<file path="config.mk">
export PLATFORM = sky130hd
export DESIGN_NAME = fixed_decimal_to_ascii_unit
export DESIGN_NICKNAME = d
export VERILOG_FILES = /design/src/fdta_pkg.sv /design/src/fixed_decimal_to_ascii_unit.sv
export SDC_FILE = /design/constraint.sdc
export NUM_CORES = 1
export LEC_CHECK = 0
export ABC_AREA = 0
export BUFFER_PORTS_ARGS = -buffer_cell sky130_fd_sc_hd__buf_4
export CORE_AREA = 2 2 120 168
export CTS_BUF_LIST = sky130_fd_sc_hd__clkbuf_4
export DETAILED_ROUTE_END_ITERATION = 6
export DIE_AREA = 0 0 122 170
export PLACE_DENSITY = 0.9
export SLEW_MARGIN = 20
export SYNTH_ARGS = -nofsm -noshare
export SYNTH_HDL_FRONTEND = slang
export SYNTH_SLANG_ARGS = --single-unit
</file>
<file path="constraint.sdc">
create_clock -name clk -period 7.15 [get_ports clk]
set_input_delay 0.3575 -clock clk [delete_from_list [all_inputs] [get_ports clk]]
set_output_delay 0.3575 -clock clk [all_outputs]
set_load 0.01 [all_outputs]
</file>
<file path="src/fdta_pkg.sv">
// ----------------------------------------------------------------------------
// fdta_pkg
// Constants, control word layout and sequencer program for the fixed-point
// decimal to ASCII formatter.
// ----------------------------------------------------------------------------
package fdta_pkg;

	localparam int FRACTION_DIGITS = 6;

	localparam int IN_W   = 64;
	localparam int NDIG   = 19;
	localparam int BCD_W  = NDIG * 4;
	localparam int IDX_W  = $clog2(NDIG);
	localparam int CNT_W  = $clog2(IN_W);
	localparam int CHAR_W = 7;
	localparam int STEP_W = 3;

	localparam logic [CHAR_W-1:0] CH_ZERO  = 7'h30;
	localparam logic [CHAR_W-1:0] CH_MINUS = 7'h2D;
	localparam logic [CHAR_W-1:0] CH_POINT = 7'h2E;

	typedef logic [STEP_W-1:0] step_t;

	typedef enum logic [2:0] {
		OP_NOP,
		OP_LOAD,
		OP_DABBLE,
		OP_SIGN,
		OP_SKIP,
		OP_DIGIT,
		OP_POINT
	} op_t;

	typedef enum logic [2:0] {
		CND_NONE,
		CND_ALWAYS,
		CND_IN_WAIT,
		CND_COUNT,
		CND_SKIP,
		CND_NOT_POINT
	} cond_t;

	typedef struct packed {
		op_t   op;
		cond_t cond;
		step_t jmp;
	} ctrl_t;

	localparam step_t ST_ENTRY  = 3'd0;
	localparam step_t ST_DABBLE = 3'd1;
	localparam step_t ST_SKIP   = 3'd3;
	localparam step_t ST_DIGIT  = 3'd4;

	// on a taken condition go to jmp, else to the next step;
	// emitting the last char of a value always returns to the entry step
	function automatic ctrl_t prog_rom(input step_t step);
		ctrl_t w;
		case (step)
			3'd0:    w = '{op: OP_LOAD,   cond: CND_IN_WAIT,   jmp: ST_ENTRY};
			3'd1:    w = '{op: OP_DABBLE, cond: CND_COUNT,     jmp: ST_DABBLE};
			3'd2:    w = '{op: OP_SIGN,   cond: CND_NONE,      jmp: ST_ENTRY};
			3'd3:    w = '{op: OP_SKIP,   cond: CND_SKIP,      jmp: ST_SKIP};
			3'd4:    w = '{op: OP_DIGIT,  cond: CND_NOT_POINT, jmp: ST_DIGIT};
			3'd5:    w = '{op: OP_POINT,  cond: CND_ALWAYS,    jmp: ST_DIGIT};
			default: w = '{op: OP_NOP,    cond: CND_ALWAYS,    jmp: ST_ENTRY};
		endcase
		return w;
	endfunction

	// add-3 correction of every BCD digit of 5 or more ahead of a shift
	function automatic logic [BCD_W-1:0] bcd_adjust(input logic [BCD_W-1:0] v);
		logic [BCD_W-1:0] r;
		r = v;
		for (int d = 0; d < NDIG; d++) begin
			if (v[d*4 +: 4] >= 4'd5) begin
				r[d*4 +: 4] = v[d*4 +: 4] + 4'd3;
			end
		end
		return r;
	endfunction

endpackage

</file>
<file path="src/fixed_decimal_to_ascii_unit.sv">
// ----------------------------------------------------------------------------
// fixed_decimal_to_ascii_unit
// Formats a signed 64-bit scaled decimal value as ASCII text, one char a beat.
// ----------------------------------------------------------------------------
// One value is taken at a time. Its text leaves most significant char first:
// an optional '-', the integer digits without leading zeros ('0' if none),
// '.', then the fraction digits with trailing zeros dropped (at least one
// kept); tlast marks the final char. A value passes through these steps:
// one load step, 64 shift-and-correct steps of the binary to BCD converter,
// one sign step, then one step per digit position from the top down to the
// lowest nonzero fraction digit (position 0 to FRACTION_DIGITS - 1, zero
// values stopping at FRACTION_DIGITS - 1), one per point and one ending the
// leading zero scan. The next value is taken in the cycle after the last
// char is handed to the output register.
// ----------------------------------------------------------------------------
module fixed_decimal_to_ascii_unit (
	input  logic        clk,
	input  logic        arst_n,
	input  logic        s_axis_tvalid,
	output logic        s_axis_tready,
	input  logic [63:0] s_axis_tdata,   // [63:0] scaled_value
	output logic        m_axis_tvalid,
	input  logic        m_axis_tready,
	output logic [7:0]  m_axis_tdata,   // [6:0] text_char, [7] zero
	output logic        m_axis_tlast    // last_char
);
	import fdta_pkg::*;

	localparam logic [IDX_W-1:0] FD_IDX  = IDX_W'(FRACTION_DIGITS);
	localparam logic [IDX_W-1:0] TOP_IDX = IDX_W'(NDIG - 1);
	localparam logic [CNT_W-1:0] CNT_TOP = CNT_W'(IN_W - 1);

	step_t              step_q;
	logic               out_valid_q;
	logic [CHAR_W-1:0]  out_char_q;
	logic               out_last_q;
	logic               neg_q;
	logic [IN_W-1:0]    bin_q;
	logic [BCD_W-1:0]   bcd_q;
	logic [CNT_W-1:0]   cnt_q;
	logic [IDX_W-1:0]   idx_q;

	ctrl_t              ctrl;
	logic               accept;
	logic               can_emit;
	logic [3:0]         top_dig;
	logic               rest_zero;
	logic               skip_now;
	logic               digit_last;
	logic               hold;
	logic               emit;
	logic [CHAR_W-1:0]  emit_char;
	logic               emit_last;
	logic               cond_hit;
	step_t              step_d;
	logic [IN_W-1:0]    mag;
	logic [BCD_W-1:0]   bcd_adj;

	assign s_axis_tready = (ctrl.op == OP_LOAD);
	assign m_axis_tvalid = out_valid_q;
	assign m_axis_tdata  = {1'b0, out_char_q};
	assign m_axis_tlast  = out_last_q;

	always_comb begin
		ctrl       = prog_rom(step_q);
		accept     = s_axis_tvalid && s_axis_tready;
		can_emit   = !out_valid_q || m_axis_tready;
		top_dig    = bcd_q[BCD_W-1 -: 4];
		rest_zero  = (bcd_q[BCD_W-5:0] == '0);
		skip_now   = (idx_q > FD_IDX) && (top_dig == 4'd0);
		digit_last = (idx_q < FD_IDX) && rest_zero;
		mag        = s_axis_tdata[IN_W-1] ? (~s_axis_tdata + 64'd1) : s_axis_tdata;
		bcd_adj    = bcd_adjust(bcd_q);

		hold      = 1'b0;
		emit      = 1'b0;
		emit_char = CH_ZERO;
		emit_last = 1'b0;
		case (ctrl.op)
			OP_SIGN: begin
				hold      = neg_q && !can_emit;
				emit      = neg_q && can_emit;
				emit_char = CH_MINUS;
			end
			OP_DIGIT: begin
				hold      = !can_emit;
				emit      = can_emit;
				emit_char = CH_ZERO + {3'b000, top_dig};
				emit_last = digit_last;
			end
			OP_POINT: begin
				hold      = !can_emit;
				emit      = can_emit;
				emit_char = CH_POINT;
			end
			default: begin
				hold = 1'b0;
			end
		endcase

		case (ctrl.cond)
			CND_ALWAYS:    cond_hit = 1'b1;
			CND_IN_WAIT:   cond_hit = !accept;
			CND_COUNT:     cond_hit = (cnt_q != '0);
			CND_SKIP:      cond_hit = skip_now;
			CND_NOT_POINT: cond_hit = (idx_q != FD_IDX);
			default:       cond_hit = 1'b0;
		endcase

		if (hold) begin
			step_d = step_q;
		end else if (emit && emit_last) begin
			step_d = ST_ENTRY;
		end else if (cond_hit) begin
			step_d = ctrl.jmp;
		end else begin
			step_d = step_q + step_t'(1);
		end
	end

	always_ff @(posedge clk or negedge arst_n) begin
		if (!arst_n) begin
			step_q      <= ST_ENTRY;
			out_valid_q <= 1'b0;
		end else begin
			step_q <= step_d;
			if (emit) begin
				out_valid_q <= 1'b1;
			end else if (m_axis_tready) begin
				out_valid_q <= 1'b0;
			end
		end
	end

	always_ff @(posedge clk) begin
		if (emit) begin
			out_char_q <= emit_char;
			out_last_q <= emit_last;
		end
		case (ctrl.op)
			OP_LOAD: begin
				if (accept) begin
					neg_q <= s_axis_tdata[IN_W-1];
					bin_q <= mag;
					bcd_q <= '0;
					cnt_q <= CNT_TOP;
					idx_q <= TOP_IDX;
				end
			end
			OP_DABBLE: begin
				{bcd_q, bin_q} <= {bcd_adj[BCD_W-2:0], bin_q, 1'b0};
				cnt_q          <= cnt_q - CNT_W'(1);
			end
			OP_SKIP: begin
				if (skip_now) begin
					bcd_q <= {bcd_q[BCD_W-5:0], 4'd0};
					idx_q <= idx_q - IDX_W'(1);
				end
			end
			OP_DIGIT: begin
				if (can_emit) begin
					bcd_q <= {bcd_q[BCD_W-5:0], 4'd0};
					idx_q <= idx_q - IDX_W'(1);
				end
			end
			default: begin
				cnt_q <= cnt_q;
			end
		endcase
	end

endmodule
</file>
==> metrics.csv, run 1 <==
metric,value,unit
io_buffers,75,
worst_hold_path_type,in -> async,
r2r_cells,7,
dieArea,20700,sq um
area_growth,9.59,%
synth-seq-cells,162,
n_fill_cell,1463,
synth_edf_count,158,
die_x,122,um
netlist-cell-type-count,66,
max-slew-margin-rel,31.5,%
post_dp_cell_area,11500,sq um
crit_required,7.38,ns
drcViolationCount,0,
peakVddDrop,330,uV
firstDrtPassIters,5,
critPathMaxStageDelay,0.65,ns
tightest_slew,1.03,ns
finalSetupViolations,0,
crit_fanout,55,
skew,0.0488,ns
core_area,19100,sq um
final_common_cell,edfxtp_1,
status,finished clean,
path_delay_family,compound AO/OA/AOI/OAI gates,
clockBufferDepth,2,
cts_setup_buffers,0,
p_leak,4.26,nW
drive_above_1_share,12.1,%
slew_viol_final,0,
pre_cts_ws,3.16,ns
yosys_warnings,0,
startpoint_type,flop,
hold_viol_final,0,
crit_type,reg -> reg,
antenna_found_initial,1,
hpwlAfterDp,16700,um
syn_avg_cell_area,9.59,sq um
cts_hold_buf,1,
clk_pin_slew,0.16,ns
htreeDepth,4,
synth_flop_cell,edfxtp_1,
cts-root-buf,clkbuf_4,
rr_endpoint,bcd_q[13],
synth_top_area_share,44.1,%
cts_tree,built,
grt_pass1_vias,8357,
reg2reg_from,step_q[1],
reg2reg_slack,3.71,ns
rows,60,
vias_per_cell,6.07,
slowest_stage,buf_4,
drt_iter0_drc,720,
worst_hold_slack,0.0861,ns
start_util,56.2,%
final_nets,1308,
power.density,431,nW/um^2
syn_inst,1121,
ys_top_cells_by_area,"edfxtp_1 44%, ha_1 7.8%, o21ai_0 7.0%",
rsz0062_at_grt,no,
crit_chain,inv_1 > ha_1 > o21ai_0 > and2_1 > mux2i_1 > a211oi_4 > buf_4,
crit_path_end_kind,flop,
gp_congestion,0.891,
synth_top_area_cell,edfxtp_1,
total_power,0.00507,W
finalInstanceArea,11800,sq um
dr_total_vias,8708,
critPathBufInv,2,
grt_pass1_wl,38700,um
finalSetupTns,0,ns
cp.arrival,3.66,ns
yosysSeqAreaShare,45.1,%
wl,23800,um
ys_async_sr_fraction,2.47,%
drv_cap,0,
cts_resized,0,
cts.sinks,162,
fmax,291,MHz
track_usage,22.9,%
numCtsBuffers,17,
ios,79,
timing.final.ws_setup,3.71,ns
clkLatencyLatePin,0.61,ns
grt-ovfl-total,0,
synth_area,10800,sq um
grt_max_degree,106,
finalCritPeriodShare,48.1,%
ant_nets,0,
die_h,170,um
wl_per_cell,16.6,um
most-common-layout-cells,"158 x edfxtp_1, 150 x o21ai_0, 142 x nand2_1, 91 x a21oi_1, 80 x buf_4",
layout_min_cycle_time,3.44,ns
==> synth_stat cells (3+ instances only) <==
| cell type | number |
|---|---|
| a22o_1 | 3 |
| or4_1 | 8 |
| o31ai_1 | 29 |
| ha_1 | 67 |
| o41ai_2 | 3 |
| buf_1 | 6 |
| or2_2 | 7 |
| and3_1 | 4 |
| nor2b_1 | 7 |
| xor2_1 | 61 |
| dfrtp_1 | 4 |
| or4b_2 | 5 |
| o21ai_0 | 150 |
| or3_1 | 14 |
| nand3b_1 | 3 |
| a22oi_1 | 6 |
| nor3b_1 | 35 |
| nand4b_1 | 4 |
| nor2_1 | 64 |
| inv_1 | 50 |
| edfxtp_1 | 158 |
| mux2i_1 | 3 |
| nor4_1 | 11 |
| nor3_1 | 18 |
| xnor2_1 | 27 |
| mux2_2 | 4 |
| nand2b_1 | 28 |
| and2_1 | 4 |
| clkbuf_1 | 39 |
| o22ai_1 | 3 |
| nand2_1 | 144 |
| o41ai_1 | 9 |
| buf_4 | 3 |
| nand3_1 | 7 |
| a21oi_1 | 91 |
| nand4_1 | 7 |
==> worst max path at each step <==
stage | slack, ns | cells past startpoint | startpoint | to
2_1_floorplan | 1.39 | 10 | step_q[2] | bin_q[0]
3_5_place_dp | 3.16 | 7 | step_q[1] | bcd_q[20]
6_report | 3.71 | 7 | step_q[1] | bcd_q[13]
4_1_cts | 3.17 | 7 | step_q[1] | bcd_q[38]
5_1_grt | 3.48 | 7 | step_q[1] | bcd_q[38]
3_3_place_gp | 3.38 | 7 | step_q[1] | bcd_q[13]
==> stage by stage <==
step                      std cells  utilization (%)
after floorplan                1122                -
after global placement         1400             60.0
after detailed placement       1400             60.0
after CTS                      1433             61.5
after global routing           1435             61.5
final                          1435             61.5
==> logic make-up after synthesis <==
logic type	Yosys count	synth area share, %
xor+xnor	88	7.17
buf+inv	100	3.74
fa+ha+maj	67	7.80
flops	162	45.1
mux	7	0.698
simple gates	378	18.1
compound gates	317	17.4
other cells	2	0.0699
==> report_power, final <==
group	switching, W	internal (W)
Sequential	0.000357	0.00183
Combinational	0.00150	0.000842
Clock	0.000383	0.000155
Total	0.00224	0.00283
==> metal layers <==
metal	part of all wire, %	global-route usage (%)	vias to the layer above
met2	53	41.9	326
met4	2.9	9.40	0
li1	-	-	4168
met3	5.4	3.45	55
met5	0	0	-
met1	39	26.5	4159
==> registers in the layout, indices dropped and copies added (netlist names) <==
name,flops
bcd_q,76
bin_q,64
cnt_q,6
idx_q,5
m_axis_tlast,1
m_axis_tvalid,1
neg_q,1
out_char_q,5
step_q,3
==> final cells by class <==
class                           instances  area (sq um)  area share, %
Timing Repair Buffer                   82           622           5.28
Inverter                               50           188           1.59
Clock buffer                           17           128           1.08
Antenna cell                            1          2.50         0.0212
Clock inverter                         15           140           1.19
Tap cell                              248           310           2.63
Sequential cell                       162          4840           41.1
Multi-Input combinational cell        860          5550           47.1
Power figures use the tool's default switching activity.
==> inputs of run 2 (changes only) <==
--- a/config.mk
+++ b/config.mk
@@ -5,13 +5,13 @@
 export SDC_FILE = /design/constraint.sdc
 export NUM_CORES = 1
 export LEC_CHECK = 0
-export ABC_AREA = 0
+export ABC_AREA = 1
 export BUFFER_PORTS_ARGS = -buffer_cell sky130_fd_sc_hd__buf_4
-export CORE_AREA = 2 2 120 168
+export CORE_AREA = 2 2 124 174
 export CTS_BUF_LIST = sky130_fd_sc_hd__clkbuf_4
 export DETAILED_ROUTE_END_ITERATION = 6
-export DIE_AREA = 0 0 122 170
-export PLACE_DENSITY = 0.9
+export DIE_AREA = 0 0 126 176
+export PLACE_DENSITY = 0.91
 export SLEW_MARGIN = 20
 export SYNTH_ARGS = -nofsm -noshare
 export SYNTH_HDL_FRONTEND = slang
==> constraint.sdc (replaced) <==
create_clock -name clk -period 3 [get_ports clk]
set_input_delay 0.15 -clock clk [delete_from_list [all_inputs] [get_ports clk]]
set_output_delay 0.15 -clock clk [all_outputs]
set_load 0.01 [all_outputs]
==> run 2 against run 1 <==
Net effect: final cell count increased by 33%; utilization increased by 3.5 points; first-iteration DRC count increased by 70%; register-to-register slack got worse by 3.2 ns; critical path type unchanged.
==> metrics.csv, run 2 <==
metric,value,unit
crit_path_end_kind,flop,
drt_iter0_drc,1226,
wl_per_cell,16.6,um
dr_total_vias,10913,
dieArea,22200,sq um
htreeDepth,4,
ant_nets,0,
yosysSeqAreaShare,41.1,%
peakVddDrop,760,uV
yosys_warnings,0,
finalSetupTns,0,ns
critPathBufInv,3,
largestRegisters,"bcd_q (76), bin_q (64), cnt_q (6)",
r2r_cells,7,
reg2reg_from,step_q[0],
fmax,403,MHz
worst_hold_path_type,in -> reg,
p_comb_share,50.5,%
final_nets,1773,
grt_max_degree,86,
synth_top_area_share,40.2,%
wl_met2,16800,um
worst_hold_slack,0.0363,ns
finalCritPeriodShare,82.8,%
multi_input_area,5980,sq um
cts-root-buf,clkbuf_4,
crit_chain,ha_2 > ha_4 > inv_1 > nand4_1 > inv_2 > o21ai_4 > buf_4,
drv_cap,0,
rr_endpoint,bin_q[58],
area_growth,12.9,%
firstDrtPassIters,7,
p_switching,0.00572,W
rows,62,
final_core_util,65.0,%
tightest_slew,0.899,ns
grt-ovfl-total,0,
vias_per_cell,5.72,
reg2reg_slack,0.52,ns
syn_inst,1530,
total_power,0.0122,W
core_area,20500,sq um
antenna_found_initial,1,
clkLatencyLatePin,0.59,ns
path_delay_family,compound AO/OA/AOI/OAI gates,
cts_tree,built,
min_to,bin_q[63],
syn_avg_cell_area,7.71,sq um
regMostFlops,bcd_q,
grt_pass1_vias,10908,
largest_reg_flops,76,
m1WireLength,11600,um
cts.sinks,162,
drive_above_1_share,10.5,%
crit_type,reg -> reg,
synth_most_common_cell,nand2_1,
synth_top_area_cell,edfxtp_1,
power_frac_seq,39.3,%
track_usage,29.0,%
grt_pass1_wl,52000,um
hpwlAfterDp,23800,um
synth_edf_count,158,
synth_area,11800,sq um
critPathMaxStageDelay,0.57,ns
power.density,917,nW/um^2
ios,79,
hold_viol_final,0,
slowest_stage,o21ai_4,
synth_flop_cell,edfxtp_1,
netlist-cell-type-count,48,
synth-seq-cells,162,
most-common-layout-cells,"391 x nand2_1, 198 x inv_1, 178 x nor2_1, 158 x edfxtp_1, 125 x o21ai_0",
drcViolationCount,0,
ys_top_cells_by_area,"edfxtp_1 40%, nand2_1 12%, ha_1 7.1%",
crit_fanout,21,
status,finished clean,
cts_setup_buffers,0,
numCtsBuffers,17,
synth_top_cells_by_count,"392 x nand2_1, 203 x inv_1, 179 x nor2_1",
die_h,176,um
wl,31700,um
cp.arrival,2.77,ns
startpoint_type,flop,
hold_start,s_axis_tdata[58],
skew,0.0303,ns
max-slew-margin-rel,40.1,%
rsz0062_at_grt,no,
ys_async_sr_fraction,2.47,%
start_util,57.6,%
crit_required,3.29,ns
finalSetupViolations,0,
layout_min_cycle_time,2.48,ns
switching_share,46.8,%
clk_pin_slew,0.16,ns
dr_wl_met3,1840,um
final_common_cell,nand2_1,
die_x,126,um
min_path_cells,4,
highest_layer,met4,
p_int,0.00650,W
p_leak,5.74,nW
seqCellArea,4840,sq um
slew_viol_final,0,
io_buffers,75,
power_frac_clock,10.2,%
gp_congestion,1.02,
clockBufferDepth,2,
n_fill_cell,1745,
[run 2: worst max-delay path by stage]
| stage | depth (start not counted) | end | startpoint | slack, ns |
|---|---|---|---|---|
| finish | 7 | bin_q[58] | step_q[0] | 0.52 |
| global route | 7 | bin_q[63] | step_q[0] | 0.31 |
| CTS | 7 | bin_q[63] | step_q[0] | 0.49 |
| detailed placement | 7 | bin_q[59] | step_q[0] | 0.49 |
| global placement | 7 | bin_q[59] | step_q[0] | 0.55 |
| floorplan | 11 | bcd_q[0] | step_q[0] | 0.002 |
[run 2: worst min-delay path, delay by kind of cell]
kind,cells,cell delay (ns)
buf+inv,1,0.10
compound gates,1,0.07
simple gates,2,0.14
[run 2: cell type report]
type	instances	area share, %
well taps	256	2.40
flip-flops and latches	162	36.4
diodes	1	0.0188
multi-input cells	1117	44.9
clock inverters	14	0.902
repair buffers	130	8.42
clock buffers	18	1.01
inverters	210	5.95
[run 2: timing repair]
item                      4_1_cts  5_1_grt
resized for setup               0        0
hold buffers                   43        0
hold endpoints to repair       45        0
[run 2: power groups by stage]
stage | registers [W] | clock network [W] | logic (W)
after floorplan | 0.00469 | 0 | 0.00443
after global placement | 0.00478 | 0 | 0.00575
after detailed placement | 0.00484 | 0 | 0.00605
after CTS | 0.00479 | 0.00126 | 0.00613
after global routing | 0.00491 | 0.00135 | 0.00695
final | 0.00480 | 0.00124 | 0.00617
[run 2: routing by layer]
metal | vias up | GRT usage [%]
met2 | 456 | 54.0
met4 | 0 | 14.7
li1 | 5303 | -
met1 | 5043 | 32.6
met5 | - | 0
met3 | 111 | 3.15
[run 2: kinds of logic (layout without fill, tap and decap cells)]
family          count (synthesis)  after routing  synth area share [%]
simple gates                  772            772                  28.4
buf+inv                       252            372                  8.74
compound gates                230            230                  11.3
flops                         162            162                  41.1
fa+ha+maj                      67             67                  7.10
xor+xnor                       45             45                  3.34
other cells                     2              4                0.0637
[run 2: through the flow]
step,cells,setup slack (ns),area [sq um]
finish,1908,0.516,13300
global route,1908,0.314,13300
CTS,1907,0.487,13300
detailed placement,1832,0.490,12600
global placement,1832,0.549,12600
floorplan,1531,0.00211,11900
==> inputs of run 3 (changes only) <==
==> constraint.sdc (replaced) <==
create_clock -name clk -period 2.1 [get_ports clk]
set_input_delay 0.105 -clock clk [delete_from_list [all_inputs] [get_ports clk]]
set_output_delay 0.105 -clock clk [all_outputs]
set_load 0.01 [all_outputs]
==> run 3 against run 2 <==
Net effect: worst setup slack got worse by 0.54 ns; cell area increased by 5.8%; the flow now finishes with violations (design-rule violations, negative hold slack, negative setup slack); clock-buffer cell count decreased by 1; largest power group unchanged.
==> metrics.csv, run 3 (same netlist as run 2, synthesis figures left out) <==
metric,value,unit
skew,0.0442,ns
power_frac_seq,35.7,%
crit_required,2.41,ns
vias_per_cell,5.87,
cts_tree,built,
clk_pin_slew,0.18,ns
ant_nets,0,
slowest_stage,dfrtp_2,
die_h,176,um
power_frac_clock,10.0,%
finalSetupTns,-0.0895,ns
cts-root-buf,clkbuf_4,
start_util,57.6,%
crit_chain,ha_4 > ha_4 > nor2_4 > inv_2 > nand2_4 > inv_2 > a22oi_2 > o21ai_2 > nor2_4 > buf_12 > buf_12,
switching_share,45.8,%
hpwlAfterDp,24100,um
largest_reg_flops,76,
clkLatencyLatePin,0.62,ns
tightest_slew,0.695,ns
path_delay_family,flip-flops,
most-common-layout-cells,"388 x nand2_1, 189 x inv_1, 176 x nor2_1, 158 x edfxtp_1, 121 x nand3_1",
drt_iter0_drc,1304,
track_usage,29.4,%
n_fill_cell,1565,
p_comb_share,54.3,%
rsz0062_at_grt,yes,
hold_viol_final,1,
final_common_cell,nand2_1,
timing.final.ws_setup,-0.0227,ns
crit_type,reg -> reg,
p_leak,6.11,nW
crit_fanout,16,
violations,"design-rule violations, negative hold slack, negative setup slack",
cts.sinks,162,
power.density,1360,nW/um^2
grt_pass1_vias,11337,
critPathBufInv,4,
drcViolationCount,4,
cp.arrival,2.43,ns
io_buffers,75,
antenna_found_initial,1,
grt_max_degree,59,
dieArea,22200,sq um
peakVddDrop,705,uV
dr_total_vias,11565,
wl_per_cell,17.1,um
layout_min_cycle_time,2.12,ns
core_area,20500,sq um
worst_hold_slack,-0.0153,ns
drv_cap,0,
finalSetupViolations,9,
startpoint_type,flop,
final_nets,1835,
critPathMaxStageDelay,0.50,ns
worst_hold_path_type,in -> reg,
numCtsBuffers,17,
grt_pass1_wl,52700,um
htreeDepth,4,
gp_congestion,1.02,
status,finished with violations,
slew_viol_final,0,
wl,33700,um
grt-ovfl-total,0,
p_switching,0.00879,W
firstDrtPassIters,7,
fmax,471,MHz
crit_path_end_kind,flop,
largestRegisters,"bcd_q (76), bin_q (64), cnt_q (6)",
area_growth,19.4,%
p_int,0.0104,W
ios,79,
max-slew-margin-rel,53.2,%
drive_above_1_share,14.1,%
clockBufferDepth,2,
finalCritPeriodShare,101,%
die_x,126,um
regMostFlops,bcd_q,
rows,62,
[run 3: cell types whose count changed in the layout (fill, tap and decap cells not counted), moves of 4 or more]
cell / previous run / this run
buf_4: 84 / 117
dlygate4sd3_1: 43 / 59
inv_1: 198 / 189
buf_12: 3 / 11
inv_2: 10 / 17
o21ai_0: 125 / 120
o21ai_1: 3 / 7
[run 3: area by class of cell]
| cell class | instances | area, sq um | share of cell area, % |
|---|---|---|---|
| Multi-Input combinational cell | 1117 | 6070 | 43.1 |
| Sequential cell | 162 | 4850 | 34.4 |
| Timing Repair Buffer | 192 | 1770 | 12.6 |
| Inverter | 210 | 803 | 5.70 |
| Tap cell | 256 | 320 | 2.27 |
| Clock inverter | 15 | 148 | 1.05 |
| Clock buffer | 17 | 128 | 0.906 |
| Antenna cell | 1 | 2.50 | 0.0178 |
[run 3: stage by stage]
step           util [%]  cells  setup WS, ns  total power (W)  area [sq um]
2_1_floorplan         -   1531        -0.876           0.0131         11900
3_3_place_gp       63.7   1869       -0.0282           0.0159         13100
3_5_place_dp       63.7   1869       -0.0790           0.0165         13100
4_1_cts            68.2   1964      0.000647           0.0186         14000
5_1_grt            68.8   1970       -0.0780           0.0204         14100
6_report           68.8   1970       -0.0227           0.0192         14100
[run 3: tightest hold or removal path: cells and delay by family]
kind                      cells  cell delay (ns)
AOI/OAI and AO/OA             1             0.14
xor gates and xnor gates      1             0.07
buffers and inverters         2             0.20
[run 3: final timing paths]
check                                      to       startpoint  slack (ns)  cells after the start
worst max register to register      bcd_q[28]        step_q[0]       -0.02                     11
worst min register to register      bin_q[27]        bin_q[26]        0.54                      2
min in group asynchronous       m_axis_tvalid           arst_n        0.38                      3
max in group asynchronous           step_q[1]           arst_n        1.51                      3
worst min-delay path                 bin_q[6]  s_axis_tdata[6]       -0.02                      4
worst max-delay path                bcd_q[28]        step_q[0]       -0.02                     11
[run 3: repair_timing]
item                                    in CTS  in global routing
setup buffers                                4                  3
hold buffers                                59                  0
pin swaps                                    1                  0
hold endpoints to repair                    63                  0
gates resized for setup                      3                 27
endpoints found under the setup margin      81                139
gates cloned                                 0                  2
[run 3: per-layer routing]
metal	global-route usage, %	wire (um)	vias up
met5	0	0	-
met4	19.8	2260	0
met3	3.48	2490	173
met2	52.6	17300	661
met1	32.4	11600	5288
li1	-	-	5443
[run 3: power groups by stage]
stage          clock, W  combinational [W]  sequential, W
3_3_place_gp          0            0.00914        0.00681
5_1_grt         0.00203             0.0114        0.00699
3_5_place_dp          0            0.00960        0.00689
6_report        0.00192             0.0104        0.00684
4_1_cts         0.00190            0.00984        0.00682
2_1_floorplan         0            0.00641        0.00672
